[config.mk]
export PLATFORM = sky130hd
export DESIGN_NAME = encoder_rpm_pid_pwm_drive
export DESIGN_NICKNAME = d
export VERILOG_FILES = /design/src/rtl/core/erpd_pkg.sv /design/src/rtl/core/erpd_mul.sv /design/src/rtl/core/erpd_div.sv /design/src/rtl/core/encoder_rpm_pid_pwm_drive.sv
export VERILOG_INCLUDE_DIRS = /design/src /design/src/rtl/core
export SDC_FILE = /design/constraint.sdc
export NUM_CORES = 2
export LEC_CHECK = 0
export BUFFER_PORTS_ARGS = -buffer_cell sky130_fd_sc_hd__buf_2
export CAP_MARGIN = 20
export CORE_ASPECT_RATIO = 0.9
export CORE_MARGIN = 3
export CORE_UTILIZATION = 30
export CTS_CLUSTER_DIAMETER = 80
export DETAILED_ROUTE_END_ITERATION = 8
export PLACE_DENSITY_LB_ADDON = 0.05
export SLEW_MARGIN = 30
export SYNTH_ARGS = -nofsm -noshare
export SYNTH_HDL_FRONTEND = slang
export SYNTH_SLANG_ARGS = --single-unit
[constraint.sdc]
create_clock -name clock -period 14.2 [get_ports clock]
set_clock_uncertainty 0.05 [all_clocks]
set_input_delay 0 -clock clock [delete_from_list [all_inputs] [get_ports clock]]
set_output_delay 0 -clock clock [all_outputs]
set_load 0.01 [all_outputs]
[src/rtl/core/encoder_rpm_pid_pwm_drive_macros.svh]
// assertion macros used by the drive rtl
`ifndef ENCODER_RPM_PID_PWM_DRIVE_MACROS_SVH
`define ENCODER_RPM_PID_PWM_DRIVE_MACROS_SVH
`ifndef SYNTHESIS
`define ERPD_ASSERT_IMPLY(label, clk, rst, ante, cons) \
   label: assert property (@(posedge clk) disable iff (rst) (ante) |-> (cons)) \
      else $error("erpd assertion failed");
`define ERPD_ASSERT_NEXT(label, clk, rst, ante, cons) \
   label: assert property (@(posedge clk) disable iff (rst) (ante) |=> (cons)) \
      else $error("erpd assertion failed");
`else
`define ERPD_ASSERT_IMPLY(label, clk, rst, ante, cons)
`define ERPD_ASSERT_NEXT(label, clk, rst, ante, cons)
`endif
`endif

[src/rtl/core/erpd_pkg.sv]
`default_nettype none
package erpd_pkg;

   localparam int PWM_FULL_SCALE = 255;
   localparam int SPEED_SCALE    = 60000;
   localparam int SPEED_MAX      = 32767;
   localparam int DUTY_MAX       = 255;

   localparam int CPR_W      = 16;
   localparam int MR_W       = 15;
   localparam int GAIN_W     = 16;
   localparam int CSR_IDX_W  = 3;
   localparam int CSR_DATA_W = 16;

   localparam int CNT_W  = 32;
   localparam int TIME_W = 32;
   localparam int RPM_W  = 16;
   localparam int ERR_W  = 17;
   localparam int DIFF_W = 18;
   localparam int SUM_W  = 32;

   localparam int PWM_W     = $clog2(PWM_FULL_SCALE + 1) + 1;
   localparam int PWM_OUT_W = 9;
   localparam int DUTY_W    = 8;

   localparam int MUL_A_W = 33;
   localparam int MUL_B_W = 17;
   localparam int PROD_W  = MUL_A_W + MUL_B_W;
   localparam int ACC_W   = PROD_W + 2;
   localparam int S_W     = MR_W + 11;

   localparam int NUM_W  = 48;
   localparam int DEN_W  = 48;
   localparam int QUO_W  = 16;
   localparam int DSH_W  = DEN_W + QUO_W;
   localparam int STEP_W = $clog2(QUO_W + 1);

   localparam int REQ_DATA_W = 80;
   localparam int RSP_DATA_W = 40;
   localparam int RSP_USER_W = 1;

   localparam logic [CSR_IDX_W-1:0] CSR_COUNTS_PER_REV = 3'd0;
   localparam logic [CSR_IDX_W-1:0] CSR_MAX_RPM        = 3'd1;
   localparam logic [CSR_IDX_W-1:0] CSR_PROP_GAIN      = 3'd2;
   localparam logic [CSR_IDX_W-1:0] CSR_INTEG_GAIN     = 3'd3;
   localparam logic [CSR_IDX_W-1:0] CSR_DERIV_GAIN     = 3'd4;

   localparam logic [CPR_W-1:0] CPR_RESET = 16'd1000;
   localparam logic [MR_W-1:0]  MR_RESET  = 15'd330;

   typedef enum logic [4:0] {
      ST_IDLE,
      ST_SPD_NUM,
      ST_SPD_DEN,
      ST_SPD_START,
      ST_SPD_WAIT,
      ST_PID_ERR,
      ST_MUL_P,
      ST_MUL_I,
      ST_MUL_D,
      ST_ACC_D,
      ST_CLAMP_S,
      ST_MUL_S,
      ST_MUL_PWM,
      ST_MUL_LIM,
      ST_CLAMP_X,
      ST_PWM_START,
      ST_PWM_WAIT,
      ST_DONE
   } state_type;

   typedef struct packed {
      logic signed [MUL_A_W-1:0] a;
      logic signed [MUL_B_W-1:0] b;
   } mul_op_type;

   typedef struct packed {
      logic             start;
      logic [NUM_W-1:0] num;
      logic [DEN_W-1:0] den;
   } div_req_type;

   typedef struct packed {
      logic             done;
      logic             ovf;
      logic [QUO_W-1:0] quo;
   } div_rsp_type;

endpackage
`default_nettype wire

[src/rtl/core/erpd_mul.sv]
`default_nettype none
module erpd_mul (
   input  logic                                 clock,
   input  erpd_pkg::mul_op_type                 op,
   output logic signed [erpd_pkg::PROD_W-1:0]   prod_ff
);

   logic signed [erpd_pkg::PROD_W-1:0] prod_in;

   assign prod_in = $signed(op.a) * $signed(op.b);

   always_ff @(posedge clock) begin
      prod_ff <= prod_in;
   end

endmodule
`default_nettype wire

[src/rtl/core/erpd_div.sv]
`default_nettype none
module erpd_div (
   input  logic                  clock,
   input  logic                  reset,
   input  erpd_pkg::div_req_type req,
   output erpd_pkg::div_rsp_type rsp
);

   logic                           busy_ff, busy_in;
   logic                           done_ff, done_in;
   logic                           ovf_ff, ovf_in;
   logic [erpd_pkg::STEP_W-1:0]    step_ff, step_in;
   logic [erpd_pkg::NUM_W-1:0]     rem_ff, rem_in;
   logic [erpd_pkg::DSH_W-1:0]     dsh_ff, dsh_in;
   logic [erpd_pkg::QUO_W-1:0]     quo_ff, quo_in;

   logic [erpd_pkg::DSH_W-1:0]     rem_ext;
   logic [erpd_pkg::DSH_W-1:0]     rem_sub;
   logic                           ge;

   assign rem_ext = erpd_pkg::DSH_W'(rem_ff);
   assign ge      = rem_ext >= dsh_ff;
   assign rem_sub = rem_ext - dsh_ff;

   always_comb begin
      busy_in = busy_ff;
      done_in = 1'b0;
      ovf_in  = ovf_ff;
      step_in = step_ff;
      rem_in  = rem_ff;
      dsh_in  = dsh_ff;
      quo_in  = quo_ff;
      priority if (req.start) begin
         busy_in = 1'b1;
         step_in = erpd_pkg::STEP_W'(erpd_pkg::QUO_W);
         rem_in  = req.num;
         dsh_in  = {req.den, {erpd_pkg::QUO_W{1'b0}}};
         quo_in  = '0;
         ovf_in  = 1'b0;
      end else if (busy_ff) begin
         // top step only checks whether the quotient fits
         if (step_ff == erpd_pkg::STEP_W'(erpd_pkg::QUO_W)) begin
            ovf_in = ge;
         end else begin
            if (ge) begin
               rem_in = rem_sub[erpd_pkg::NUM_W-1:0];
            end
            quo_in = {quo_ff[erpd_pkg::QUO_W-2:0], ge};
         end
         dsh_in  = dsh_ff >> 1;
         step_in = step_ff - 1'b1;
         if (step_ff == '0) begin
            busy_in = 1'b0;
            done_in = 1'b1;
         end
      end
   end

   always_ff @(posedge clock) begin
      if (reset) begin
         busy_ff <= 1'b0;
         done_ff <= 1'b0;
      end else begin
         busy_ff <= busy_in;
         done_ff <= done_in;
      end
      ovf_ff  <= ovf_in;
      step_ff <= step_in;
      rem_ff  <= rem_in;
      dsh_ff  <= dsh_in;
      quo_ff  <= quo_in;
   end

   assign rsp.done = done_ff;
   assign rsp.ovf  = ovf_ff;
   assign rsp.quo  = quo_ff;

endmodule
`default_nettype wire

[src/rtl/core/encoder_rpm_pid_pwm_drive.sv]
// Speed loop for one motor: each request carries an encoder count, a millisecond
// timestamp and a target rpm, and yields one response with the signed pwm, its duty,
// the direction pin levels, the measured rpm and a flag for a zero time interval.
// One shared signed multiplier and one 17-step restoring divider do all the
// multiplication and division under a sequencer. A new request is accepted only
// in the idle state, once the previous one has been loaded into the response
// register; the speed division is skipped when the elapsed time is zero.
// The response register lets the next request in while a response waits.
// Configuration is to be written by the user only while idle; no logic enforces it.
`default_nettype none
`include "encoder_rpm_pid_pwm_drive_macros.svh"
module encoder_rpm_pid_pwm_drive (
   input  logic                                   clock,
   input  logic                                   reset,
   input  logic                                   req_tvalid,
   output logic                                   req_tready,
   // encoder_count [31:0], time_ms [63:32], target_rpm [79:64]
   input  logic [erpd_pkg::REQ_DATA_W-1:0]        req_tdata,
   output logic                                   rsp_tvalid,
   input  logic                                   rsp_tready,
   // pwm_signed [8:0], duty [16:9], dir_a [17], dir_b [18], measured_rpm [34:19]
   output logic [erpd_pkg::RSP_DATA_W-1:0]        rsp_tdata,
   // zero_interval [0]
   output logic [erpd_pkg::RSP_USER_W-1:0]        rsp_tuser,
   input  logic                                   csr_wen,
   input  logic [erpd_pkg::CSR_IDX_W-1:0]         csr_index,
   input  logic [erpd_pkg::CSR_DATA_W-1:0]        csr_wdata
);

   erpd_pkg::state_type state_ff, state_in;

   logic [erpd_pkg::CPR_W-1:0]          cpr_ff, cpr_in;
   logic [erpd_pkg::MR_W-1:0]           mr_ff, mr_in;
   logic [erpd_pkg::GAIN_W-1:0]         kp_ff, kp_in;
   logic [erpd_pkg::GAIN_W-1:0]         ki_ff, ki_in;
   logic [erpd_pkg::GAIN_W-1:0]         kd_ff, kd_in;

   logic [erpd_pkg::CNT_W-1:0]          last_count_ff, last_count_in;
   logic [erpd_pkg::TIME_W-1:0]         last_time_ff, last_time_in;
   logic signed [erpd_pkg::RPM_W-1:0]   last_speed_ff, last_speed_in;
   logic signed [erpd_pkg::SUM_W-1:0]   error_sum_ff, error_sum_in;
   logic signed [erpd_pkg::ERR_W-1:0]   last_error_ff, last_error_in;
   logic signed [erpd_pkg::PWM_W-1:0]   last_pwm_ff, last_pwm_in;
   logic                                pin_a_ff, pin_a_in;
   logic                                pin_b_ff, pin_b_in;

   logic signed [erpd_pkg::CNT_W-1:0]   delta_ff, delta_in;
   logic [erpd_pkg::TIME_W-1:0]         dt_ff, dt_in;
   logic signed [erpd_pkg::RPM_W-1:0]   target_ff, target_in;
   logic signed [erpd_pkg::RPM_W-1:0]   speed_ff, speed_in;
   logic                                zflag_ff, zflag_in;
   logic signed [erpd_pkg::ERR_W-1:0]   err_ff, err_in;
   logic signed [erpd_pkg::DIFF_W-1:0]  diff_ff, diff_in;
   logic signed [erpd_pkg::ACC_W-1:0]   acc_ff, acc_in;
   logic signed [erpd_pkg::S_W-1:0]     s_ff, s_in;
   logic signed [erpd_pkg::ACC_W-1:0]   xacc_ff, xacc_in;
   logic                                neg_ff, neg_in;
   logic [erpd_pkg::NUM_W-1:0]          num_ff, num_in;

   logic                                rsp_valid_ff, rsp_valid_in;
   logic [erpd_pkg::RSP_DATA_W-1:0]     rsp_data_ff, rsp_data_in;
   logic [erpd_pkg::RSP_USER_W-1:0]     rsp_user_ff, rsp_user_in;

   erpd_pkg::mul_op_type                mul_op;
   logic signed [erpd_pkg::PROD_W-1:0]  prod_ff;
   erpd_pkg::div_req_type               div_req;
   erpd_pkg::div_rsp_type               div_rsp;

   logic [erpd_pkg::CNT_W-1:0]          req_count;
   logic [erpd_pkg::TIME_W-1:0]         req_time;
   logic signed [erpd_pkg::RPM_W-1:0]   req_target;
   logic [erpd_pkg::CPR_W-1:0]          cpr_eff;
   logic [erpd_pkg::MR_W-1:0]           mr_eff;
   logic [erpd_pkg::PROD_W-1:0]         prod_mag;
   logic signed [erpd_pkg::ERR_W-1:0]   err_c;
   logic signed [erpd_pkg::SUM_W:0]     sum_w;
   logic signed [erpd_pkg::SUM_W-1:0]   sum_c;
   logic signed [erpd_pkg::DIFF_W-1:0]  diff_c;
   logic signed [erpd_pkg::ACC_W-1:0]   lim_s;
   logic signed [erpd_pkg::ACC_W-1:0]   lim_x;
   logic signed [erpd_pkg::ACC_W-1:0]   xc;
   logic [erpd_pkg::ACC_W-1:0]          xc_mag;
   logic [erpd_pkg::RPM_W-1:0]          spd_mag;
   logic [erpd_pkg::PWM_W-1:0]          pwm_mag;
   logic signed [erpd_pkg::PWM_W-1:0]   pwm_c;
   logic signed [31:0]                  pwm32;
   logic [31:0]                         pwm_abs32;
   logic [erpd_pkg::DUTY_W-1:0]         duty_c;
   logic                                out_free;

   assign req_count  = req_tdata[31:0];
   assign req_time   = req_tdata[63:32];
   assign req_target = req_tdata[79:64];

   assign cpr_eff = (cpr_ff == '0) ? erpd_pkg::CPR_W'(1) : cpr_ff;
   assign mr_eff  = (mr_ff == '0) ? erpd_pkg::MR_W'(1) : mr_ff;

   assign prod_mag = prod_ff[erpd_pkg::PROD_W-1] ? erpd_pkg::PROD_W'(-prod_ff)
                                                 : erpd_pkg::PROD_W'(prod_ff);

   assign err_c  = erpd_pkg::ERR_W'(target_ff) - erpd_pkg::ERR_W'(speed_ff);
   assign sum_w  = (erpd_pkg::SUM_W + 1)'(error_sum_ff) + (erpd_pkg::SUM_W + 1)'(err_c);
   assign diff_c = erpd_pkg::DIFF_W'(err_c) - erpd_pkg::DIFF_W'(last_error_ff);

   // saturate the integral on signed overflow
   always_comb begin
      if (sum_w[erpd_pkg::SUM_W] != sum_w[erpd_pkg::SUM_W-1]) begin
         sum_c = sum_w[erpd_pkg::SUM_W] ? {1'b1, {(erpd_pkg::SUM_W-1){1'b0}}}
                                        : {1'b0, {(erpd_pkg::SUM_W-1){1'b1}}};
      end else begin
         sum_c = sum_w[erpd_pkg::SUM_W-1:0];
      end
   end

   assign lim_s = $signed(erpd_pkg::ACC_W'({mr_eff, 9'b0}));
   assign lim_x = $signed(erpd_pkg::ACC_W'(prod_ff)) <<< 8;

   always_comb begin
      priority if (xacc_ff > lim_x) begin
         xc = lim_x;
      end else if (xacc_ff < -lim_x) begin
         xc = -lim_x;
      end else begin
         xc = xacc_ff;
      end
   end

   assign xc_mag = xc[erpd_pkg::ACC_W-1] ? erpd_pkg::ACC_W'(-xc) : erpd_pkg::ACC_W'(xc);

   assign spd_mag = (div_rsp.ovf || div_rsp.quo[erpd_pkg::QUO_W-1])
                  ? erpd_pkg::RPM_W'(erpd_pkg::SPEED_MAX)
                  : erpd_pkg::RPM_W'(div_rsp.quo);

   assign pwm_mag = erpd_pkg::PWM_W'(div_rsp.quo);
   assign pwm_c   = neg_ff ? -$signed(pwm_mag) : $signed(pwm_mag);

   assign pwm32     = 32'(last_pwm_ff);
   assign pwm_abs32 = pwm32[31] ? 32'(-pwm32) : 32'(pwm32);
   assign duty_c    = (pwm_abs32 > 32'(erpd_pkg::DUTY_MAX))
                    ? erpd_pkg::DUTY_W'(erpd_pkg::DUTY_MAX)
                    : pwm_abs32[erpd_pkg::DUTY_W-1:0];

   assign out_free   = !rsp_valid_ff || rsp_tready;
   assign req_tready = (state_ff == erpd_pkg::ST_IDLE);

   always_comb begin
      state_in      = state_ff;
      cpr_in        = cpr_ff;
      mr_in         = mr_ff;
      kp_in         = kp_ff;
      ki_in         = ki_ff;
      kd_in         = kd_ff;
      last_count_in = last_count_ff;
      last_time_in  = last_time_ff;
      last_speed_in = last_speed_ff;
      error_sum_in  = error_sum_ff;
      last_error_in = last_error_ff;
      last_pwm_in   = last_pwm_ff;
      pin_a_in      = pin_a_ff;
      pin_b_in      = pin_b_ff;
      delta_in      = delta_ff;
      dt_in         = dt_ff;
      target_in     = target_ff;
      speed_in      = speed_ff;
      zflag_in      = zflag_ff;
      err_in        = err_ff;
      diff_in       = diff_ff;
      acc_in        = acc_ff;
      s_in          = s_ff;
      xacc_in       = xacc_ff;
      neg_in        = neg_ff;
      num_in        = num_ff;
      rsp_data_in   = rsp_data_ff;
      rsp_user_in   = rsp_user_ff;
      rsp_valid_in  = rsp_tready ? 1'b0 : rsp_valid_ff;
      mul_op.a      = '0;
      mul_op.b      = '0;
      div_req.start = 1'b0;
      div_req.num   = num_ff;
      div_req.den   = '0;

      if (csr_wen) begin
         unique case (csr_index)
            erpd_pkg::CSR_COUNTS_PER_REV: cpr_in = csr_wdata[erpd_pkg::CPR_W-1:0];
            erpd_pkg::CSR_MAX_RPM:        mr_in  = csr_wdata[erpd_pkg::MR_W-1:0];
            erpd_pkg::CSR_PROP_GAIN:      kp_in  = csr_wdata[erpd_pkg::GAIN_W-1:0];
            erpd_pkg::CSR_INTEG_GAIN:     ki_in  = csr_wdata[erpd_pkg::GAIN_W-1:0];
            erpd_pkg::CSR_DERIV_GAIN:     kd_in  = csr_wdata[erpd_pkg::GAIN_W-1:0];
            default: begin
            end
         endcase
      end

      unique case (state_ff)
         erpd_pkg::ST_IDLE: begin
            if (req_tvalid) begin
               delta_in      = $signed(req_count - last_count_ff);
               dt_in         = req_time - last_time_ff;
               target_in     = req_target;
               last_count_in = req_count;
               last_time_in  = req_time;
               state_in      = erpd_pkg::ST_SPD_NUM;
            end
         end
         erpd_pkg::ST_SPD_NUM: begin
            mul_op.a = erpd_pkg::MUL_A_W'(delta_ff);
            mul_op.b = erpd_pkg::MUL_B_W'(erpd_pkg::SPEED_SCALE);
            state_in = erpd_pkg::ST_SPD_DEN;
         end
         erpd_pkg::ST_SPD_DEN: begin
            mul_op.a = $signed(erpd_pkg::MUL_A_W'(dt_ff));
            mul_op.b = $signed(erpd_pkg::MUL_B_W'(cpr_eff));
            neg_in   = prod_ff[erpd_pkg::PROD_W-1];
            num_in   = prod_mag[erpd_pkg::NUM_W-1:0];
            state_in = erpd_pkg::ST_SPD_START;
         end
         erpd_pkg::ST_SPD_START: begin
            if (dt_ff == '0) begin
               // no elapsed time: hold the last speed
               speed_in = last_speed_ff;
               zflag_in = 1'b1;
               state_in = erpd_pkg::ST_PID_ERR;
            end else begin
               zflag_in      = 1'b0;
               div_req.start = 1'b1;
               div_req.den   = prod_mag[erpd_pkg::DEN_W-1:0];
               state_in      = erpd_pkg::ST_SPD_WAIT;
            end
         end
         erpd_pkg::ST_SPD_WAIT: begin
            if (div_rsp.done) begin
               speed_in = neg_ff ? -$signed(spd_mag) : $signed(spd_mag);
               state_in = erpd_pkg::ST_PID_ERR;
            end
         end
         erpd_pkg::ST_PID_ERR: begin
            last_speed_in = speed_ff;
            err_in        = err_c;
            error_sum_in  = sum_c;
            diff_in       = diff_c;
            last_error_in = err_c;
            state_in      = erpd_pkg::ST_MUL_P;
         end
         erpd_pkg::ST_MUL_P: begin
            mul_op.a = erpd_pkg::MUL_A_W'(err_ff);
            mul_op.b = $signed(erpd_pkg::MUL_B_W'(kp_ff));
            state_in = erpd_pkg::ST_MUL_I;
         end
         erpd_pkg::ST_MUL_I: begin
            mul_op.a = erpd_pkg::MUL_A_W'(error_sum_ff);
            mul_op.b = $signed(erpd_pkg::MUL_B_W'(ki_ff));
            acc_in   = erpd_pkg::ACC_W'(prod_ff);
            state_in = erpd_pkg::ST_MUL_D;
         end
         erpd_pkg::ST_MUL_D: begin
            mul_op.a = erpd_pkg::MUL_A_W'(diff_ff);
            mul_op.b = $signed(erpd_pkg::MUL_B_W'(kd_ff));
            acc_in   = acc_ff + erpd_pkg::ACC_W'(prod_ff);
            state_in = erpd_pkg::ST_ACC_D;
         end
         erpd_pkg::ST_ACC_D: begin
            acc_in   = acc_ff + erpd_pkg::ACC_W'(prod_ff);
            state_in = erpd_pkg::ST_CLAMP_S;
         end
         erpd_pkg::ST_CLAMP_S: begin
            priority if (acc_ff > lim_s) begin
               s_in = erpd_pkg::S_W'(lim_s);
            end else if (acc_ff < -lim_s) begin
               s_in = erpd_pkg::S_W'(-lim_s);
            end else begin
               s_in = erpd_pkg::S_W'(acc_ff);
            end
            state_in = erpd_pkg::ST_MUL_S;
         end
         erpd_pkg::ST_MUL_S: begin
            mul_op.a = erpd_pkg::MUL_A_W'(s_ff);
            mul_op.b = erpd_pkg::MUL_B_W'(erpd_pkg::PWM_FULL_SCALE);
            state_in = erpd_pkg::ST_MUL_PWM;
         end
         erpd_pkg::ST_MUL_PWM: begin
            mul_op.a = erpd_pkg::MUL_A_W'(last_pwm_ff);
            mul_op.b = $signed(erpd_pkg::MUL_B_W'(mr_eff));
            xacc_in  = erpd_pkg::ACC_W'(prod_ff);
            state_in = erpd_pkg::ST_MUL_LIM;
         end
         erpd_pkg::ST_MUL_LIM: begin
            mul_op.a = $signed(erpd_pkg::MUL_A_W'(mr_eff));
            mul_op.b = erpd_pkg::MUL_B_W'(erpd_pkg::PWM_FULL_SCALE);
            xacc_in  = xacc_ff + (erpd_pkg::ACC_W'(prod_ff) <<< 8);
            state_in = erpd_pkg::ST_CLAMP_X;
         end
         erpd_pkg::ST_CLAMP_X: begin
            neg_in   = xc[erpd_pkg::ACC_W-1];
            num_in   = xc_mag[erpd_pkg::NUM_W-1:0];
            state_in = erpd_pkg::ST_PWM_START;
         end
         erpd_pkg::ST_PWM_START: begin
            div_req.start = 1'b1;
            div_req.den   = erpd_pkg::DEN_W'({mr_eff, 8'b0});
            state_in      = erpd_pkg::ST_PWM_WAIT;
         end
         erpd_pkg::ST_PWM_WAIT: begin
            if (div_rsp.done) begin
               last_pwm_in = pwm_c;
               if (pwm_c != '0) begin
                  pin_a_in = !pwm_c[erpd_pkg::PWM_W-1];
                  pin_b_in = pwm_c[erpd_pkg::PWM_W-1];
               end
               state_in = erpd_pkg::ST_DONE;
            end
         end
         erpd_pkg::ST_DONE: begin
            if (out_free) begin
               rsp_valid_in = 1'b1;
               rsp_data_in  = erpd_pkg::RSP_DATA_W'({speed_ff, pin_b_ff, pin_a_ff, duty_c,
                                                      pwm32[erpd_pkg::PWM_OUT_W-1:0]});
               rsp_user_in  = zflag_ff;
               state_in     = erpd_pkg::ST_IDLE;
            end
         end
         default: begin
            state_in = erpd_pkg::ST_IDLE;
         end
      endcase
   end

   always_ff @(posedge clock) begin
      if (reset) begin
         state_ff <= erpd_pkg::ST_IDLE;
      end else begin
         state_ff <= state_in;
      end
   end

   always_ff @(posedge clock) begin
      if (reset) begin
         cpr_ff        <= erpd_pkg::CPR_RESET;
         mr_ff         <= erpd_pkg::MR_RESET;
         kp_ff         <= '0;
         ki_ff         <= '0;
         kd_ff         <= '0;
         last_count_ff <= '0;
         last_time_ff  <= '0;
         last_speed_ff <= '0;
         error_sum_ff  <= '0;
         last_error_ff <= '0;
         last_pwm_ff   <= '0;
         pin_a_ff      <= 1'b0;
         pin_b_ff      <= 1'b0;
         rsp_valid_ff  <= 1'b0;
      end else begin
         cpr_ff        <= cpr_in;
         mr_ff         <= mr_in;
         kp_ff         <= kp_in;
         ki_ff         <= ki_in;
         kd_ff         <= kd_in;
         last_count_ff <= last_count_in;
         last_time_ff  <= last_time_in;
         last_speed_ff <= last_speed_in;
         error_sum_ff  <= error_sum_in;
         last_error_ff <= last_error_in;
         last_pwm_ff   <= last_pwm_in;
         pin_a_ff      <= pin_a_in;
         pin_b_ff      <= pin_b_in;
         rsp_valid_ff  <= rsp_valid_in;
      end
      delta_ff    <= delta_in;
      dt_ff       <= dt_in;
      target_ff   <= target_in;
      speed_ff    <= speed_in;
      zflag_ff    <= zflag_in;
      err_ff      <= err_in;
      diff_ff     <= diff_in;
      acc_ff      <= acc_in;
      s_ff        <= s_in;
      xacc_ff     <= xacc_in;
      neg_ff      <= neg_in;
      num_ff      <= num_in;
      rsp_data_ff <= rsp_data_in;
      rsp_user_ff <= rsp_user_in;
   end

   erpd_mul u_mul (
      .clock   (clock),
      .op      (mul_op),
      .prod_ff (prod_ff)
   );

   erpd_div u_div (
      .clock (clock),
      .reset (reset),
      .req   (div_req),
      .rsp   (div_rsp)
   );

   assign rsp_tvalid = rsp_valid_ff;
   assign rsp_tdata  = rsp_data_ff;
   assign rsp_tuser  = rsp_user_ff;

   `ERPD_ASSERT_NEXT(a_req_leaves_idle, clock, reset, req_tvalid && req_tready, state_ff != erpd_pkg::ST_IDLE)
   `ERPD_ASSERT_IMPLY(a_div_done_waited, clock, reset, div_rsp.done, state_ff == erpd_pkg::ST_SPD_WAIT || state_ff == erpd_pkg::ST_PWM_WAIT)
   `ERPD_ASSERT_IMPLY(a_forward_pins, clock, reset, rsp_valid_ff && !rsp_data_ff[8] && rsp_data_ff[7:0] != 8'd0, rsp_data_ff[17] && !rsp_data_ff[18])
   `ERPD_ASSERT_IMPLY(a_rpm_saturated, clock, reset, rsp_valid_ff, rsp_data_ff[34:19] != 16'h8000)

endmodule
`default_nettype wire

==> key figures <==
Route
  – DR vias: 57300
  – Post-route ant nets: 0
  – Starting DRT DRC Count: 4028
  – DRC: 0
  – 1st-pass router iterations: 5
  – Wire length per cell: 23.1 um
  – Final wirelength: 261000 um
  – Vias per cell: 5.07

STA
  – Hold Vio Cnt, Final: 0
  – Worst Tran Pin Value: 1.18 ns
  – Final worst slack: 3.76 ns
  – RSZ-0062 raised after global routing: false
  – Rel. slew slack: 0.207
  – Worst hold slack: 0.0765 ns
  – Tcrit/Tclk final: 0.735
  – Final setup viols: 0
  – Max Fclk: 0.0958 GHz
  – Final Max Slew Viols: 0
  – Fin Setup TNS: 0 ns
  – Fin crit period: 10.44 ns

Pwr
  – Internal: 6.42 mW
  – Switching Fraction: 0.450
  – Gate power share: 0.528
  – PD cells: 147 mW/mm2
  – Standby leakage power: 33.3 nW
  – Switching pwr: 5.25 mW
  – Total power: 11.7 mW
  – Clk network pwr share: 0.230
  – Maximum vdd drop: 0.000100 V
  – Sequential Power Share: 0.242

Worst hold path
  – Worst hold path endpoint: kd_ff[15]$_SDFFE_PP0P_
  – Min-Delay Startpoint: csr_wdata[15]
  – Worst min-delay path class: in -> reg
  – Cells on Worst Hold Path: 4

Placed design
  – Detailed Place HPWL: 203000 um
  – Placed cell area: 0.0733 mm2
  – Setup WS pre-CTS: 3.69 ns
  – Port buffer count: 141
  – DP Cell Count: 10900
  – Placer Congestion: 0.864

Clock tree
  – CTS root buffer: clkbuf_16
  – Clk sinks: 758
  – Setup Fix Bufs, Post-CTS: 0
  – Clk Latency, worst-skew pair: 0.79 ns
  – TritonCTS clock tree: done
  – Num CTS Buffers: 101
  – Clock slew at reported path FFs: 0.06 ns
  – H-tree Lvls: 3
  – Deepest clock path buffer count: 3

Floorplan
  – Row count: 166
  – Starting Density: 0.302
  – Placeable Area: 0.228 mm2
  – DIE AREA: 0.235 mm2
  – Die Wd: 511 um
  – Chip height: 460 um
  – Top-level I/O count: 147

Critical path
  – Startpoint Class: register
  – Worst Path Required: 14.83 ns
  – CP arrival: 11.07 ns
  – Largest fanout on the critical path: 33
  – Critical Path Most Common Cell: fa_1
  – Crit. End Element: register
  – R2R setup slack: 3.76 ns
  – RR Endpoint: u_mul.prod_ff[42]$_DFF_P_
  – Crit path kind: reg -> reg
  – Slowest library cell on the worst path: and4b_2
  – Reg2reg start: state_ff[4]$_SDFFE_PP0P_
  – Max incr delay on CP: 1.00 ns
  – Reg2Reg Depth: 29

Cells and area
  – Finished Cell Area: 0.0791 mm2
  – Share of cells above drive strength 1: 0.0718
  – Commonest non-fill, non-tap cell in the layout: nand2_1
  – Nets: 9352
  – Final Non-Filler Cells: 11300
  – Most frequent cells in the layout: nand2_1 (1180), inv_1 (948), nor2_1 (610)
  – # fillers: 23700
  – Utilization after layout: 0.348
  – Area added between synthesis and finish: 15.0%

Yosys
  – Share of the synthesized area in the top cell type: 0.193
  – Sequential area share after synthesis: 0.285
  – Post-synth EDFFs: 443
  – Area contributors post-synth: edfxtp_1 (19%), fa_1 (15%), ha_1 (9.9%)
  – Mapped cell area: 0.0688 mm2
  – Synthesis Warnings: 0
  – #FFs+latches synth: 758
  – Post-synthesis cell count: 7931
  – Async SR Flop Fraction: 0
  – Post-synth cell types: 108
  – Post-Syn Area per Cell: 8.67 um2
  – Post-synth top area cell: edfxtp_1
  – Dominant synthesized flop cell: edfxtp_1

Global route
  – First-pass GRT wire length: 387000 um
  – Largest net degree at the start of global routing: 103
  – Initial antenna violation count: 11
  – Vias in the first global route: 57000
  – GRT Overall Usage: 0.217
  – Grt ovf: 0

Flow run
  – Max-cap violations: 0

Run status
  – Status: complete, no violations
[how the worst max path moves through the flow]
stage,from,to,slack (ns),depth (start not counted)
2_1_floorplan,state_ff[4]$_SDFFE_PP0P_,u_mul.prod_ff[42]$_DFF_P_,5.55,32
3_3_place_gp,state_ff[4]$_SDFFE_PP0P_,u_mul.prod_ff[42]$_DFF_P_,3.40,27
3_5_place_dp,state_ff[4]$_SDFFE_PP0P_,u_mul.prod_ff[42]$_DFF_P_,3.69,29
4_1_cts,state_ff[4]$_SDFFE_PP0P_,u_mul.prod_ff[42]$_DFF_P_,3.67,29
5_1_grt,state_ff[4]$_SDFFE_PP0P_,u_mul.prod_ff[48]$_DFF_P_,3.13,29
6_report,state_ff[4]$_SDFFE_PP0P_,u_mul.prod_ff[42]$_DFF_P_,3.76,29
[worst max-delay path, delay by kind of cell, from the launching register on]
family | cells | cell delay [ns]
AO/OA/AOI/OAI | 10 | 3.15
adder cells (fa/ha/maj) | 7 | 3.13
AND/OR/NAND/NOR | 6 | 2.57
flip-flops | 1 | 0.73
buffers and inverters | 5 | 0.51
XOR/XNOR | 1 | 0.15
[synthesized netlist by cell type, types with 103 or more instances]
master       n
xor2_1     123
fa_1       511
ha_1       543
clkbuf_1   313
nand2_1   1185
a21oi_1    580
xnor2_1    322
inv_1      950
edfxtp_1   443
nand3_1    103
o21ai_0    397
a21o_1     151
nor2_1     623
dfxtp_1    315
[cell families (layout without fill, tap and decap cells)]
kind of cell / Yosys count / count (layout) / synth area share
other cells: 1 / 24 / 0.0000545
flops: 758 / 758 / 0.285
fa+ha+maj: 1054 / 1054 / 0.248
mux: 79 / 79 / 0.0118
compound gates: 1751 / 1751 / 0.161
xor+xnor: 445 / 445 / 0.0567
simple gates: 2520 / 2520 / 0.164
buf+inv: 1323 / 1652 / 0.0738
[sequential cells by signal, indices dropped and copies added, names as in the netlist, 17 cells and up]
name,cells
u_div.dsh_ff,64
acc_ff,52
xacc_ff,52
u_mul.prod_ff,50
num_ff,48
u_div.rem_ff,48
rsp_tdata,35
delta_ff,32
dt_ff,32
error_sum_ff,32
last_count_ff,32
last_time_ff,32
s_ff,26
diff_ff,18
err_ff,17
last_error_ff,17
[layout make-up]
class | instances | area, um2 | share of cell area
multi-input combinational | 5868 | 44500 | 0.563
sequential | 758 | 19600 | 0.248
timing repair buffer | 511 | 4120 | 0.0521
tap | 3024 | 3780 | 0.0478
inverter | 954 | 3590 | 0.0454
clock buffer | 126 | 2750 | 0.0347
clock inverter | 61 | 706 | 0.00892
antenna | 5 | 12.5 | 0.000158
[power groups by stage]
stage               combinational [mW]  sequential [mW]  clock [mW]
floorplan                         4.19             2.81           0
detailed placement                6.11             2.87           0
global route                      6.83             2.85        2.85
global placement                  6.11             2.87           0
finish                            6.17             2.82        2.68
CTS                               6.19             2.83        2.77
[what timing repair did]
item / CTS / global route
hold buffers: 228 / 0
resized for setup: 0 / 0
endpoints found under the hold margin: 268 / 0
[layer usage]
metal  global-route usage  vias up  wire (um)
met1                0.328    28300     131000
met5                    0        -         27
li1                     -    27400          -
met4               0.0375        4       3980
met3               0.0346      199      14500
met2                0.328     1409     111000
Note: power is estimated with default switching activity, not from simulation.
